$ cat src/rtl/fdpc_pkg.sv
`timescale 1ns / 1ps
`default_nettype none
// ============================================================================
// Follow-distance pitch controller package
// Shared types, constants and helper functions for the controller blocks.
// ============================================================================
package fdpc_pkg;

    // Default number of ticks between two speed setpoint refreshes.
    localparam int SETPOINT_DECIMATION_DEF = 5;

    // Field widths.
    localparam int DIST_W   = 24;
    localparam int SPEED_W  = 24;
    localparam int CFG_W    = 16;
    localparam int PITCH_W  = 16;
    localparam int ERR_W    = SPEED_W + 1;
    localparam int DERIV_W  = ERR_W + 1;
    localparam int ESUM_W   = 32;
    localparam int COEF_W   = 29;
    localparam int MUL_W    = 32;
    localparam int ACC_W    = 56;
    localparam int CFG_IDX_W = 3;

    // Configuration register indexes.
    localparam logic [CFG_IDX_W-1:0] CFG_TARGET_DIST = 3'd0;
    localparam logic [CFG_IDX_W-1:0] CFG_SP_GAIN     = 3'd1;
    localparam logic [CFG_IDX_W-1:0] CFG_PROP_GAIN   = 3'd2;
    localparam logic [CFG_IDX_W-1:0] CFG_INTEG_GAIN  = 3'd3;
    localparam logic [CFG_IDX_W-1:0] CFG_DERIV_GAIN  = 3'd4;
    localparam logic [CFG_IDX_W-1:0] CFG_PITCH_GAIN  = 3'd5;
    localparam logic [CFG_IDX_W-1:0] CFG_PITCH_MIN   = 3'd6;
    localparam logic [CFG_IDX_W-1:0] CFG_PITCH_MAX   = 3'd7;

    // Configuration reset values.
    localparam logic [CFG_W-1:0] RST_TARGET_DIST = 16'd1792;
    localparam logic [CFG_W-1:0] RST_SP_GAIN     = 16'd2048;
    localparam logic [CFG_W-1:0] RST_PROP_GAIN   = 16'd3277;
    localparam logic [CFG_W-1:0] RST_INTEG_GAIN  = 16'd0;
    localparam logic [CFG_W-1:0] RST_DERIV_GAIN  = 16'd4096;
    localparam logic [CFG_W-1:0] RST_PITCH_GAIN  = 16'd1208;
    localparam logic [CFG_W-1:0] RST_PITCH_MIN   = 16'hF4D4;
    localparam logic [CFG_W-1:0] RST_PITCH_MAX   = 16'd2860;

    // Low-pass weights, 0.9 and 0.1 scaled by 2^16.
    localparam logic signed [MUL_W-1:0] FILT_OLD = 32'sd58982;
    localparam logic signed [MUL_W-1:0] FILT_NEW = 32'sd6554;

    localparam int FRAC_SHIFT = 12;
    localparam int FILT_SHIFT = 22;
    localparam int OLD_SHIFT  = 6;

    localparam logic signed [ACC_W-1:0] FRAC_HALF = ACC_W'(1) << (FRAC_SHIFT - 1);
    localparam logic signed [ACC_W-1:0] FILT_HALF = ACC_W'(1) << (FILT_SHIFT - 1);
    localparam logic signed [ACC_W-1:0] S24_MAX = ACC_W'(24'sh7FFFFF);
    localparam logic signed [ACC_W-1:0] S24_MIN = -(ACC_W'(1) << 23);

    typedef enum logic [3:0] {
        ST_IDLE,
        ST_SP_MUL,
        ST_SP_SAT,
        ST_ERR,
        ST_P_MUL,
        ST_I_MUL,
        ST_D_MUL,
        ST_K_MUL,
        ST_CMD,
        ST_T_MUL,
        ST_O_MUL,
        ST_FILT
    } t_state;

    typedef enum logic [2:0] {
        MUL_SP,
        MUL_P,
        MUL_I,
        MUL_D,
        MUL_K,
        MUL_T,
        MUL_O
    } t_mul_sel;

    typedef enum logic [1:0] {
        ACC_HOLD,
        ACC_LOAD,
        ACC_ADD,
        ACC_NEG
    } t_acc_op;

    typedef struct packed {
        logic     load_in;
        logic     sp_sat;
        logic     err_step;
        logic     mul_en;
        t_mul_sel mul_sel;
        t_acc_op  acc_op;
        logic     cmd_sat;
        logic     filt;
    } t_dp_cmd;

    typedef struct packed {
        logic out_free;
    } t_dp_sts;

    // Round-half-up by 2^FRAC_SHIFT, then saturate to 24 bits signed.
    function automatic logic signed [SPEED_W-1:0] round_sat24(
        input logic signed [ACC_W-1:0] x
    );
        logic signed [ACC_W-1:0] t;
        t = (x + FRAC_HALF) >>> FRAC_SHIFT;
        if (t > S24_MAX) begin
            return S24_MAX[SPEED_W-1:0];
        end else if (t < S24_MIN) begin
            return S24_MIN[SPEED_W-1:0];
        end else begin
            return t[SPEED_W-1:0];
        end
    endfunction

endpackage
`default_nettype wire

$ cat src/rtl/fdpc_in_if.sv
`timescale 1ns / 1ps
`default_nettype none
// ============================================================================
// Measurement channel
// Carries one control tick: distance to target and forward speed.
// ============================================================================
interface fdpc_in_if;
    logic                                   valid;
    logic                                   ready;
    logic        [fdpc_pkg::DIST_W-1:0]     distance;
    logic signed [fdpc_pkg::SPEED_W-1:0]    forward_speed;

    modport source (output valid, output distance, output forward_speed, input ready);
    modport sink   (input valid, input distance, input forward_speed, output ready);
endinterface
`default_nettype wire

$ cat src/rtl/fdpc_out_if.sv
`timescale 1ns / 1ps
`default_nettype none
// ============================================================================
// Command channel
// Carries one result per tick: pitch command, speed setpoint and speed command.
// ============================================================================
interface fdpc_out_if;
    logic                                   valid;
    logic                                   ready;
    logic signed [fdpc_pkg::PITCH_W-1:0]    pitch_cmd;
    logic signed [fdpc_pkg::SPEED_W-1:0]    speed_setpoint_out;
    logic signed [fdpc_pkg::SPEED_W-1:0]    speed_cmd_out;

    modport source (output valid, output pitch_cmd, output speed_setpoint_out,
                    output speed_cmd_out, input ready);
    modport sink   (input valid, input pitch_cmd, input speed_setpoint_out,
                    input speed_cmd_out, output ready);
endinterface
`default_nettype wire

$ cat src/rtl/follow_distance_pitch_controller.sv
`timescale 1ns / 1ps
`default_nettype none
// ============================================================================
// Follow-distance pitch controller
// Cascaded distance-to-speed and speed PID loop driving a filtered pitch.
// ============================================================================
// Usage: each measurement request on i_in (distance, forward speed) is one
// control tick and yields exactly one request on o_out (pitch command, speed
// setpoint, speed command). Both channels use valid/ready; a request moves at
// a clock edge with valid and ready high.
// Every SETPOINT_DECIMATION-th tick, starting with the first after reset, the
// speed setpoint is refreshed before the PID runs.
// The next request is accepted only once the sequencer is back in idle after
// the filter step of the previous one; the pace is set by the single shared
// 32x32 multiplier, which the sequencer uses for seven products on a refresh
// tick and six on the others.
// A finished result sits in an output register, so the next tick may be
// accepted while it waits. If the receiver stalls with that register still
// full, the last step holds until it is taken.
// Reset (synchronous, active low) clears the loop state, restores the
// register defaults and empties the output register. Configuration writes
// go through i_cfg_we / i_cfg_idx / i_cfg_data, take effect at once and
// must only be made while no tick is in work.
// ============================================================================
module follow_distance_pitch_controller #(
    parameter int SETPOINT_DECIMATION = fdpc_pkg::SETPOINT_DECIMATION_DEF
) (
    input  wire                             i_clk,
    input  wire                             i_rst_n,
    fdpc_in_if.sink                         i_in,
    fdpc_out_if.source                      o_out,
    input  wire                             i_cfg_we,
    input  wire [fdpc_pkg::CFG_IDX_W-1:0]   i_cfg_idx,
    input  wire [fdpc_pkg::CFG_W-1:0]       i_cfg_data
);

    fdpc_pkg::t_dp_cmd dp_cmd;
    fdpc_pkg::t_dp_sts dp_sts;

    fdpc_ctrl #(
        .SETPOINT_DECIMATION (SETPOINT_DECIMATION)
    ) u_ctrl (
        .i_clk      (i_clk),
        .i_rst_n    (i_rst_n),
        .i_in_valid (i_in.valid),
        .o_in_ready (i_in.ready),
        .i_sts      (dp_sts),
        .o_cmd      (dp_cmd)
    );

    fdpc_datapath u_dp (
        .i_clk                (i_clk),
        .i_rst_n              (i_rst_n),
        .i_cfg_we             (i_cfg_we),
        .i_cfg_idx            (i_cfg_idx),
        .i_cfg_data           (i_cfg_data),
        .i_distance           (i_in.distance),
        .i_forward_speed      (i_in.forward_speed),
        .i_cmd                (dp_cmd),
        .o_sts                (dp_sts),
        .o_out_valid          (o_out.valid),
        .i_out_ready          (o_out.ready),
        .o_pitch_cmd          (o_out.pitch_cmd),
        .o_speed_setpoint_out (o_out.speed_setpoint_out),
        .o_speed_cmd_out      (o_out.speed_cmd_out)
    );

endmodule
`default_nettype wire

$ cat src/rtl/fdpc_ctrl.sv
`timescale 1ns / 1ps
`default_nettype none
// ============================================================================
// Follow-distance pitch controller sequencer
// Steps the datapath through setpoint, PID and filter phases of one tick.
// ============================================================================
module fdpc_ctrl #(
    parameter int SETPOINT_DECIMATION = fdpc_pkg::SETPOINT_DECIMATION_DEF
) (
    input  wire                i_clk,
    input  wire                i_rst_n,
    input  wire                i_in_valid,
    output logic               o_in_ready,
    input  fdpc_pkg::t_dp_sts  i_sts,
    output fdpc_pkg::t_dp_cmd  o_cmd
);

    localparam int PHASE_W = (SETPOINT_DECIMATION > 1) ? $clog2(SETPOINT_DECIMATION) : 1;
    localparam logic [PHASE_W-1:0] PHASE_LAST = PHASE_W'(SETPOINT_DECIMATION - 1);

    fdpc_pkg::t_state r_state, n_state;
    logic [PHASE_W-1:0] r_phase, n_phase;
    logic               accept;

    assign accept = i_in_valid && (r_state == fdpc_pkg::ST_IDLE);

    always_ff @(posedge i_clk) begin
        if (!i_rst_n) begin
            r_state <= fdpc_pkg::ST_IDLE;
            r_phase <= '0;
        end else begin
            r_state <= n_state;
            r_phase <= n_phase;
        end
    end

    always_comb begin
        n_phase = r_phase;
        if (accept) begin
            n_phase = (r_phase == PHASE_LAST) ? '0 : r_phase + PHASE_W'(1);
        end
    end

    always_comb begin
        n_state = r_state;
        case (r_state)
            fdpc_pkg::ST_IDLE: begin
                if (accept) begin
                    // The setpoint is only refreshed on the first tick of each period.
                    n_state = (r_phase == '0) ? fdpc_pkg::ST_SP_MUL : fdpc_pkg::ST_ERR;
                end
            end
            fdpc_pkg::ST_SP_MUL: n_state = fdpc_pkg::ST_SP_SAT;
            fdpc_pkg::ST_SP_SAT: n_state = fdpc_pkg::ST_ERR;
            fdpc_pkg::ST_ERR:    n_state = fdpc_pkg::ST_P_MUL;
            fdpc_pkg::ST_P_MUL:  n_state = fdpc_pkg::ST_I_MUL;
            fdpc_pkg::ST_I_MUL:  n_state = fdpc_pkg::ST_D_MUL;
            fdpc_pkg::ST_D_MUL:  n_state = fdpc_pkg::ST_K_MUL;
            fdpc_pkg::ST_K_MUL:  n_state = fdpc_pkg::ST_CMD;
            fdpc_pkg::ST_CMD:    n_state = fdpc_pkg::ST_T_MUL;
            fdpc_pkg::ST_T_MUL:  n_state = fdpc_pkg::ST_O_MUL;
            fdpc_pkg::ST_O_MUL:  n_state = fdpc_pkg::ST_FILT;
            fdpc_pkg::ST_FILT: begin
                if (i_sts.out_free) begin
                    n_state = fdpc_pkg::ST_IDLE;
                end
            end
            default: n_state = fdpc_pkg::ST_IDLE;
        endcase
    end

    always_comb begin
        o_in_ready     = 1'b0;
        o_cmd.load_in  = 1'b0;
        o_cmd.sp_sat   = 1'b0;
        o_cmd.err_step = 1'b0;
        o_cmd.mul_en   = 1'b0;
        o_cmd.mul_sel  = fdpc_pkg::MUL_SP;
        o_cmd.acc_op   = fdpc_pkg::ACC_HOLD;
        o_cmd.cmd_sat  = 1'b0;
        o_cmd.filt     = 1'b0;
        case (r_state)
            fdpc_pkg::ST_IDLE: begin
                o_in_ready    = 1'b1;
                o_cmd.load_in = i_in_valid;
            end
            fdpc_pkg::ST_SP_MUL: begin
                o_cmd.mul_en  = 1'b1;
                o_cmd.mul_sel = fdpc_pkg::MUL_SP;
            end
            fdpc_pkg::ST_SP_SAT: o_cmd.sp_sat = 1'b1;
            fdpc_pkg::ST_ERR:    o_cmd.err_step = 1'b1;
            fdpc_pkg::ST_P_MUL: begin
                o_cmd.mul_en  = 1'b1;
                o_cmd.mul_sel = fdpc_pkg::MUL_P;
            end
            fdpc_pkg::ST_I_MUL: begin
                o_cmd.mul_en  = 1'b1;
                o_cmd.mul_sel = fdpc_pkg::MUL_I;
                o_cmd.acc_op  = fdpc_pkg::ACC_LOAD;
            end
            fdpc_pkg::ST_D_MUL: begin
                o_cmd.mul_en  = 1'b1;
                o_cmd.mul_sel = fdpc_pkg::MUL_D;
                o_cmd.acc_op  = fdpc_pkg::ACC_ADD;
            end
            fdpc_pkg::ST_K_MUL: begin
                o_cmd.mul_en  = 1'b1;
                o_cmd.mul_sel = fdpc_pkg::MUL_K;
                o_cmd.acc_op  = fdpc_pkg::ACC_ADD;
            end
            fdpc_pkg::ST_CMD:    o_cmd.cmd_sat = 1'b1;
            fdpc_pkg::ST_T_MUL: begin
                o_cmd.mul_en  = 1'b1;
                o_cmd.mul_sel = fdpc_pkg::MUL_T;
            end
            fdpc_pkg::ST_O_MUL: begin
                o_cmd.mul_en  = 1'b1;
                o_cmd.mul_sel = fdpc_pkg::MUL_O;
                o_cmd.acc_op  = fdpc_pkg::ACC_NEG;
            end
            fdpc_pkg::ST_FILT:   o_cmd.filt = i_sts.out_free;
            default: begin
            end
        endcase
    end

endmodule
`default_nettype wire

$ cat src/rtl/fdpc_datapath.sv
`timescale 1ns / 1ps
`default_nettype none
// ============================================================================
// Follow-distance pitch controller datapath
// Configuration registers, loop state, one shared multiplier and output register.
// ============================================================================
module fdpc_datapath (
    input  wire                                    i_clk,
    input  wire                                    i_rst_n,
    input  wire                                    i_cfg_we,
    input  wire  [fdpc_pkg::CFG_IDX_W-1:0]         i_cfg_idx,
    input  wire  [fdpc_pkg::CFG_W-1:0]             i_cfg_data,
    input  wire  [fdpc_pkg::DIST_W-1:0]            i_distance,
    input  wire  [fdpc_pkg::SPEED_W-1:0]           i_forward_speed,
    input  fdpc_pkg::t_dp_cmd                      i_cmd,
    output fdpc_pkg::t_dp_sts                      o_sts,
    output logic                                   o_out_valid,
    input  wire                                    i_out_ready,
    output logic signed [fdpc_pkg::PITCH_W-1:0]    o_pitch_cmd,
    output logic signed [fdpc_pkg::SPEED_W-1:0]    o_speed_setpoint_out,
    output logic signed [fdpc_pkg::SPEED_W-1:0]    o_speed_cmd_out
);

    localparam int ACC_W = fdpc_pkg::ACC_W;
    localparam int MUL_W = fdpc_pkg::MUL_W;

    // Configuration registers.
    logic        [fdpc_pkg::CFG_W-1:0] r_target_dist;
    logic signed [fdpc_pkg::CFG_W-1:0] r_sp_gain, r_prop_gain, r_integ_gain;
    logic signed [fdpc_pkg::CFG_W-1:0] r_deriv_gain, r_pitch_gain, r_pitch_min, r_pitch_max;

    // Loop state.
    logic signed [fdpc_pkg::SPEED_W-1:0] r_setpoint;
    logic signed [fdpc_pkg::ESUM_W-1:0]  r_esum, n_esum;
    logic signed [fdpc_pkg::ERR_W-1:0]   r_prev_err;
    logic signed [fdpc_pkg::PITCH_W-1:0] r_pitch_filt;

    // Working registers for one tick.
    logic        [fdpc_pkg::DIST_W-1:0]  r_dist;
    logic signed [fdpc_pkg::SPEED_W-1:0] r_speed;
    logic signed [fdpc_pkg::ERR_W-1:0]   r_err, n_err;
    logic signed [fdpc_pkg::DERIV_W-1:0] r_deriv;
    logic signed [fdpc_pkg::SPEED_W-1:0] r_cmd;
    logic signed [fdpc_pkg::COEF_W-1:0]  r_coef;
    logic signed [ACC_W-1:0]             r_prod, r_acc;

    // Output register.
    logic                                r_out_valid;
    logic signed [fdpc_pkg::PITCH_W-1:0] r_out_pitch;
    logic signed [fdpc_pkg::SPEED_W-1:0] r_out_sp, r_out_cmd;

    logic signed [MUL_W-1:0]             mul_a, mul_b;
    logic signed [2*MUL_W-1:0]           mul_p;
    logic signed [fdpc_pkg::ERR_W-1:0]   diff;
    logic signed [fdpc_pkg::ESUM_W:0]    esum_wide;
    logic signed [ACC_W-1:0]             filt_sum, filt_q, lim_min, lim_max;
    logic signed [fdpc_pkg::PITCH_W-1:0] pitch_new;
    logic                                out_free;

    assign out_free       = !r_out_valid || i_out_ready;
    assign o_sts.out_free = out_free;

    always_ff @(posedge i_clk) begin
        if (!i_rst_n) begin
            r_target_dist <= fdpc_pkg::RST_TARGET_DIST;
            r_sp_gain     <= fdpc_pkg::RST_SP_GAIN;
            r_prop_gain   <= fdpc_pkg::RST_PROP_GAIN;
            r_integ_gain  <= fdpc_pkg::RST_INTEG_GAIN;
            r_deriv_gain  <= fdpc_pkg::RST_DERIV_GAIN;
            r_pitch_gain  <= fdpc_pkg::RST_PITCH_GAIN;
            r_pitch_min   <= fdpc_pkg::RST_PITCH_MIN;
            r_pitch_max   <= fdpc_pkg::RST_PITCH_MAX;
        end else if (i_cfg_we) begin
            case (i_cfg_idx)
                fdpc_pkg::CFG_TARGET_DIST: r_target_dist <= i_cfg_data;
                fdpc_pkg::CFG_SP_GAIN:     r_sp_gain     <= i_cfg_data;
                fdpc_pkg::CFG_PROP_GAIN:   r_prop_gain   <= i_cfg_data;
                fdpc_pkg::CFG_INTEG_GAIN:  r_integ_gain  <= i_cfg_data;
                fdpc_pkg::CFG_DERIV_GAIN:  r_deriv_gain  <= i_cfg_data;
                fdpc_pkg::CFG_PITCH_GAIN:  r_pitch_gain  <= i_cfg_data;
                fdpc_pkg::CFG_PITCH_MIN:   r_pitch_min   <= i_cfg_data;
                fdpc_pkg::CFG_PITCH_MAX:   r_pitch_max   <= i_cfg_data;
                default: begin
                end
            endcase
        end
    end

    assign diff = signed'({1'b0, r_dist})
                - signed'({{(fdpc_pkg::ERR_W - fdpc_pkg::CFG_W){1'b0}}, r_target_dist});

    // Shared multiplier operand selection.
    always_comb begin
        mul_a = '0;
        mul_b = '0;
        case (i_cmd.mul_sel)
            fdpc_pkg::MUL_SP: begin
                mul_a = MUL_W'(r_sp_gain);
                mul_b = MUL_W'(diff);
            end
            fdpc_pkg::MUL_P: begin
                mul_a = MUL_W'(r_prop_gain);
                mul_b = MUL_W'(r_err);
            end
            fdpc_pkg::MUL_I: begin
                mul_a = MUL_W'(r_integ_gain);
                mul_b = r_esum;
            end
            fdpc_pkg::MUL_D: begin
                mul_a = MUL_W'(r_deriv_gain);
                mul_b = MUL_W'(r_deriv);
            end
            fdpc_pkg::MUL_K: begin
                mul_a = fdpc_pkg::FILT_NEW;
                mul_b = MUL_W'(r_pitch_gain);
            end
            fdpc_pkg::MUL_T: begin
                mul_a = MUL_W'(r_coef);
                mul_b = MUL_W'(r_cmd);
            end
            fdpc_pkg::MUL_O: begin
                mul_a = fdpc_pkg::FILT_OLD;
                mul_b = MUL_W'(r_pitch_filt);
            end
            default: begin
            end
        endcase
    end

    assign mul_p = mul_a * mul_b;

    assign n_err     = signed'(ERR_W_CAST(r_setpoint)) - signed'(ERR_W_CAST(r_speed));
    assign esum_wide = (fdpc_pkg::ESUM_W + 1)'(r_esum) + (fdpc_pkg::ESUM_W + 1)'(n_err);

    always_comb begin
        if (esum_wide[fdpc_pkg::ESUM_W] != esum_wide[fdpc_pkg::ESUM_W-1]) begin
            n_esum = esum_wide[fdpc_pkg::ESUM_W]
                   ? {1'b1, {(fdpc_pkg::ESUM_W - 1){1'b0}}}
                   : {1'b0, {(fdpc_pkg::ESUM_W - 1){1'b1}}};
        end else begin
            n_esum = esum_wide[fdpc_pkg::ESUM_W-1:0];
        end
    end

    // Filter: accumulator holds the negated new-target term, product the old-value term.
    assign filt_sum = r_acc + (r_prod <<< fdpc_pkg::OLD_SHIFT) + fdpc_pkg::FILT_HALF;
    assign filt_q   = filt_sum >>> fdpc_pkg::FILT_SHIFT;
    assign lim_min  = ACC_W'(r_pitch_min);
    assign lim_max  = ACC_W'(r_pitch_max);

    // With crossed limits the lower bound is checked first.
    always_comb begin
        if (filt_q < lim_min) begin
            pitch_new = r_pitch_min;
        end else if (filt_q > lim_max) begin
            pitch_new = r_pitch_max;
        end else begin
            pitch_new = filt_q[fdpc_pkg::PITCH_W-1:0];
        end
    end

    always_ff @(posedge i_clk) begin
        if (i_cmd.load_in) begin
            r_dist  <= i_distance;
            r_speed <= i_forward_speed;
        end
        if (i_cmd.mul_en) begin
            r_prod <= mul_p[ACC_W-1:0];
        end
        case (i_cmd.acc_op)
            fdpc_pkg::ACC_LOAD: r_acc <= r_prod;
            fdpc_pkg::ACC_ADD:  r_acc <= r_acc + r_prod;
            fdpc_pkg::ACC_NEG:  r_acc <= -r_prod;
            default: begin
            end
        endcase
        if (i_cmd.err_step) begin
            r_err   <= n_err;
            r_deriv <= fdpc_pkg::DERIV_W'(n_err) - fdpc_pkg::DERIV_W'(r_prev_err);
        end
        if (i_cmd.cmd_sat) begin
            r_cmd  <= fdpc_pkg::round_sat24(r_acc);
            r_coef <= r_prod[fdpc_pkg::COEF_W-1:0];
        end
        if (i_cmd.filt) begin
            r_out_pitch <= pitch_new;
            r_out_sp    <= r_setpoint;
            r_out_cmd   <= r_cmd;
        end
    end

    always_ff @(posedge i_clk) begin
        if (!i_rst_n) begin
            r_setpoint   <= '0;
            r_esum       <= '0;
            r_prev_err   <= '0;
            r_pitch_filt <= '0;
            r_out_valid  <= 1'b0;
        end else begin
            if (i_cmd.sp_sat) begin
                r_setpoint <= fdpc_pkg::round_sat24(r_prod);
            end
            if (i_cmd.err_step) begin
                r_esum     <= n_esum;
                r_prev_err <= n_err;
            end
            if (i_cmd.filt) begin
                r_pitch_filt <= pitch_new;
                r_out_valid  <= 1'b1;
            end else if (i_out_ready) begin
                r_out_valid <= 1'b0;
            end
        end
    end

    function automatic logic signed [fdpc_pkg::ERR_W-1:0] ERR_W_CAST(
        input logic signed [fdpc_pkg::SPEED_W-1:0] x
    );
        return {x[fdpc_pkg::SPEED_W-1], x};
    endfunction

    assign o_out_valid          = r_out_valid;
    assign o_pitch_cmd          = r_out_pitch;
    assign o_speed_setpoint_out = r_out_sp;
    assign o_speed_cmd_out      = r_out_cmd;

endmodule
`default_nettype wire

$ cat src/flat_wrapper.sv
// flat-port wrapper written by rule: the top's interface ports become plain ports
module follow_distance_pitch_controller_flat 
#(
    parameter int SETPOINT_DECIMATION = fdpc_pkg::SETPOINT_DECIMATION_DEF
)
  (i_clk, i_rst_n, i_cfg_we, i_cfg_idx, i_cfg_data, i_in_valid, i_in_distance, i_in_forward_speed, i_in_ready, o_out_valid, o_out_pitch_cmd, o_out_speed_setpoint_out, o_out_speed_cmd_out, o_out_ready);
  fdpc_in_if i_in_i ();
  fdpc_out_if o_out_i ();
  input  wire i_clk;
  input  wire i_rst_n;
  input  wire i_cfg_we;
  input  wire [fdpc_pkg::CFG_IDX_W-1:0] i_cfg_idx;
  input  wire [fdpc_pkg::CFG_W-1:0] i_cfg_data;
  input wire logic [$bits(i_in_i.valid)-1:0] i_in_valid;
  input wire logic [$bits(i_in_i.distance)-1:0] i_in_distance;
  input wire logic [$bits(i_in_i.forward_speed)-1:0] i_in_forward_speed;
  output wire logic [$bits(i_in_i.ready)-1:0] i_in_ready;
  output wire logic [$bits(o_out_i.valid)-1:0] o_out_valid;
  output wire logic [$bits(o_out_i.pitch_cmd)-1:0] o_out_pitch_cmd;
  output wire logic [$bits(o_out_i.speed_setpoint_out)-1:0] o_out_speed_setpoint_out;
  output wire logic [$bits(o_out_i.speed_cmd_out)-1:0] o_out_speed_cmd_out;
  input wire logic [$bits(o_out_i.ready)-1:0] o_out_ready;
  assign i_in_i.valid = i_in_valid;
  assign i_in_i.distance = i_in_distance;
  assign i_in_i.forward_speed = i_in_forward_speed;
  assign i_in_ready = i_in_i.ready;
  assign o_out_valid = o_out_i.valid;
  assign o_out_pitch_cmd = o_out_i.pitch_cmd;
  assign o_out_speed_setpoint_out = o_out_i.speed_setpoint_out;
  assign o_out_speed_cmd_out = o_out_i.speed_cmd_out;
  assign o_out_i.ready = o_out_ready;
  follow_distance_pitch_controller #(.SETPOINT_DECIMATION(SETPOINT_DECIMATION)) u_core (.i_clk(i_clk), .i_rst_n(i_rst_n), .i_in(i_in_i), .o_out(o_out_i), .i_cfg_we(i_cfg_we), .i_cfg_idx(i_cfg_idx), .i_cfg_data(i_cfg_data));
endmodule
$ cat config.mk
export PLATFORM = sky130hd
export DESIGN_NAME = follow_distance_pitch_controller_flat
export DESIGN_NICKNAME = d
export VERILOG_FILES = /design/src/rtl/fdpc_pkg.sv /design/src/rtl/fdpc_in_if.sv /design/src/rtl/fdpc_out_if.sv /design/src/rtl/follow_distance_pitch_controller.sv /design/src/rtl/fdpc_ctrl.sv /design/src/rtl/fdpc_datapath.sv /design/src/flat_wrapper.sv
export SDC_FILE = /design/constraint.sdc
export NUM_CORES = 2
export LEC_CHECK = 0
export ABC_AREA = 1
export BUFFER_PORTS_ARGS = -buffer_cell sky130_fd_sc_hd__buf_2
export CAP_MARGIN = 30
export CORE_MARGIN = 3
export CORE_UTILIZATION = 60
export DETAILED_ROUTE_END_ITERATION = 7
export PLACE_DENSITY = 0.77
export REMOVE_ABC_BUFFERS = 1
export SYNTH_ARGS = -nofsm -noshare
export SYNTH_HDL_FRONTEND = slang
export SYNTH_HIERARCHICAL = 1
export SYNTH_SLANG_ARGS = --single-unit
$ cat constraint.sdc
create_clock -name i_clk -period 10.72 [get_ports i_clk]
set_input_delay 0.536 -clock i_clk [delete_from_list [all_inputs] [get_ports i_clk]]
set_output_delay 0.536 -clock i_clk [all_outputs]
set_load 0.01 [all_outputs]
==> results by group <==
Worst setup path
  – R2R Setup Slk: ~450 ps
  – CP peak stage delay: roughly 700 ps
  – Worst setup SP type: flop
  – Critical path's most frequent cell: fa_1
  – Critical path class: flop to flop
  – Worst Reg-to-Reg Cells: 38
  – Crit-path slowest cell: fa_1
  – Reg-to-reg startpoint: u_core/u_ctrl/r_state[2]
  – Worst Path Arrival: 10680 ps
  – CP Max Fanout: 11
  – CP Data Required Time: between 10000 and 15000 ps
  – Critical path capture point type: flop
  – Reg-to-Reg End: u_core/u_dp/r_prod[55]

Place
  – Placed Instances: around 11000
  – Post-DP HPWL: 220 mm
  – Number of buffers added on ports: 137
  – Placer congestion estimate: ~1.1

Floorplan
  – FP Rows: approximately 130
  – Boundary Pins: ~140
  – Core ar.: between 0.1 and 0.15 sq mm
  – Die height: 353 microns
  – Starting Density: 0.608
  – Chip width: 353 microns
  – Die footprint: ~0.12 sq mm

Global route
  – Gr usage total: 0.432
  – Antenna violations before repair: 9
  – Grt total ovfl: 0
  – First-pass GRT wire length: 404 mm
  – Number of global-route vias before repair: about 65000
  – Largest net degree at the start of global routing: 86

Routing
  – Routed wire length: 272 mm
  – DRC errors left: 2
  – Routed vias/inst: approximately 6
  – DR iter-0 viols: approximately 8000
  – WL/cell: ~25 microns
  – First drt pass iteration count: 7
  – Routed Antenna Nets: 0
  – Via count: 66600

Power and ir drop
  – Peak supply drop: around 0.26 mV
  – Net Sw Frac: 0.555
  – Internal: around 8800 uW
  – NetSw: about 11000 uW
  – Leak: around 0.038 uW
  – Comb pwr share: 0.715
  – Pwr Density: 256 mW/mm^2
  – Power after layout: approximately 20000 uW
  – Reg power frac: 0.167
  – Clock share of power: 0.118

Synth
  – Yosys warns: 6
  – Simple-gate share of the synthesized area: 0.205
  – Synth unique cells: 74
  – XOR/XNOR Fraction of Synth Area: 0.0296
  – Post-synthesis mux area share: 0
  – Dominant synthesized flop cell: edfxtp_1
  – Compound-cell area share of the yosys netlist: 0.104
  – Post-Syn Area per Cell: between 7 and 8 sq um
  – Fraction of the mapped netlist area in adder cells: 0.346
  – Post-synth EDFFs: between 300 and 400
  – Register area share after synthesis: 0.201
  – FF+latch count, synth: ~560
  – Post-synthesis cell count: about 9300
  – Syn Std Cell Area: around 0.072 sq mm
  – Post-synthesis async set-or-reset flop share: 0
  – Largest family of logic cells by synthesized area: adder cells

Clock tree
  – Clock transition at path regs: 60 ps
  – Skew-Pair Late Insertion Delay: around 700 ps
  – TritonCTS Sinks: 561
  – Max Root-Sink Buffers: 3
  – H-tree Lvls: 3
  – Clock Tree Root: clkbuf_16
  – TritonCTS clock tree: done
  – CTS buffer count: between 60 and 70

Finish
  – Area grow syn2layout: 7.32%
  – Commonest non-fill, non-tap cell in the layout: nand2_1
  – Share of layout cells above drive strength 1: 0.0602
  – Final nets: between 10000 and 15000
  – Finished Layout Cells: about 11000
  – Commonest non-fill, non-tap cells in the layout: nand2_1 (1947), inv_1 (1818), nor2_1 (974), fa_1 (939), a21oi_1 (609)

Min path
  – Hold crit path type: input port to flop
  – Hold wc startpoint: i_in_distance[3]
  – Hold Crit Endpoint: u_core/u_dp/r_dist[3]
  – Hold path depth: 1

Outcome
  – Failing checks: design-rule violations
  – Status: finished, violations left

Timing
  – RSZ-0062 raised after global routing: false
  – Hold Slack: roughly 25 ps
  – Final setup vio count: 0
  – Worst slew pin tran: between 1000 and 1500 ps
  – Final Hold Vio Count: 0
  – Fin crit period: roughly 10000 ps
  – Slew HR: 0.233
  – Worst Skew: ~53 ps
  – Fin crit share: 0.958
  – Fin Setup TNS: 0 ps
  – Final Max Slew Viols: 0
  – Peak Freq: around 0.097 GHz

Job
  – Number of max-cap violations: 0
[kinds of logic after synthesis]
family / Yosys count
AOI/OAI and AO/OA: 1328
adders and majority gates: 1432
xor gates and xnor gates: 244
and+or+nand+nor: 3586
DFF: 561
buffers and inverters: 2153
[metrics by stage]
stage | setup WS (ps) | util | area [sq um]
after floorplan | 806 | - | 70900
after global placement | 192 | 0.632 | 75100
after detailed placement | 62.9 | 0.633 | 75100
after CTS | 48.5 | 0.652 | 77400
after global routing | 19.4 | 0.653 | 77500
final | 446 | 0.653 | 77500
[sequential cells by signal, indices dropped and copies added (netlist names), 25 cells and up]
| signal | cells |
|---|---|
| u_core/u_dp/r_deriv | 26 |
| u_core/u_dp/r_err | 25 |
| u_core/u_dp/r_coef | 29 |
| u_core/u_dp/r_acc | 56 |
| u_core/u_dp/r_prod | 56 |
| u_core/u_dp/r_esum | 32 |
| u_core/u_dp/r_prev_err | 25 |
[worst max path at each step]
stage / cells after the start / to / start
finish: 38 / u_core/u_dp/r_prod[55] / u_core/u_ctrl/r_state[2]
global route: 38 / u_core/u_dp/r_prod[54] / u_core/u_ctrl/r_state[2]
global placement: 32 / u_core/u_dp/r_prod[38] / u_core/u_ctrl/r_state[2]
detailed placement: 37 / u_core/u_dp/r_prod[38] / u_core/u_ctrl/r_state[0]
CTS: 32 / u_core/u_dp/r_prod[38] / u_core/u_ctrl/r_state[2]
floorplan: 35 / u_core/u_dp/r_prod[54] / u_core/u_ctrl/r_state[2]
[synth_stat cells, types with 23 or more instances]
master,count,area [sq um]
nand2_1,1949,7320
inv_1,1822,6840
nor2_1,978,3670
fa_1,939,18800
a21oi_1,610,3050
ha_1,493,6170
o21ai_0,410,2050
nand3_1,341,1710
edfxtp_1,328,9850
dfxtp_1,233,4660
xor2_1,185,1620
clkbuf_1,158,593
buf_2,106,531
nand4_1,91,569
nor3_1,80,400
xnor2_1,59,517
a31oi_1,43,269
o21bai_1,40,300
nor4_1,38,238
o211ai_1,37,278
a21o_1,34,255
or2_2,24,150
o21ai_1,23,115
[layer usage]
metal	part of all wire	global-route usage
met5	0.00053	0
met3	0.13	0.129
met1	0.38	0.574
met4	0.069	0.236
met2	0.42	0.635
[power by group through the flow]
stage          Combinational, uW  Sequential, uW  Clock (uW)
2_1_floorplan               9210            3160           0
4_1_cts                    13800            3270        2370
3_3_place_gp               13500            3320           0
6_report                   14200            3320        2350
3_5_place_dp               13700            3320           0
5_1_grt                    15500            3300        2460
[what timing repair did]
action,CTS,global route
resized for setup,0,10
endpoints found under the hold margin,1,0
endpoints found under the setup margin,0,17
buffers inserted,0,3
hold buffers,1,0
[critical path: cells and delay by family, from the launching register on]
family / cells / cell delay [ps]
fa+ha+maj: 9 / 4750
flops: 1 / 500
simple gates: 16 / 2730
compound gates: 4 / 890
buf+inv: 9 / 1130
[final cells by class]
cell class	instances	area, sq um
Clock buffer	89	1820
Inverter	1853	6970
Sequential cell	561	14500
Antenna cell	4	10.0
Tap cell	1600	2000
Timing Repair Buffer	331	2200
Fill cell	10400	41200
Clock inverter	35	458
Multi-Input combinational cell	6590	49500
(Power assumes the default switching activity.)
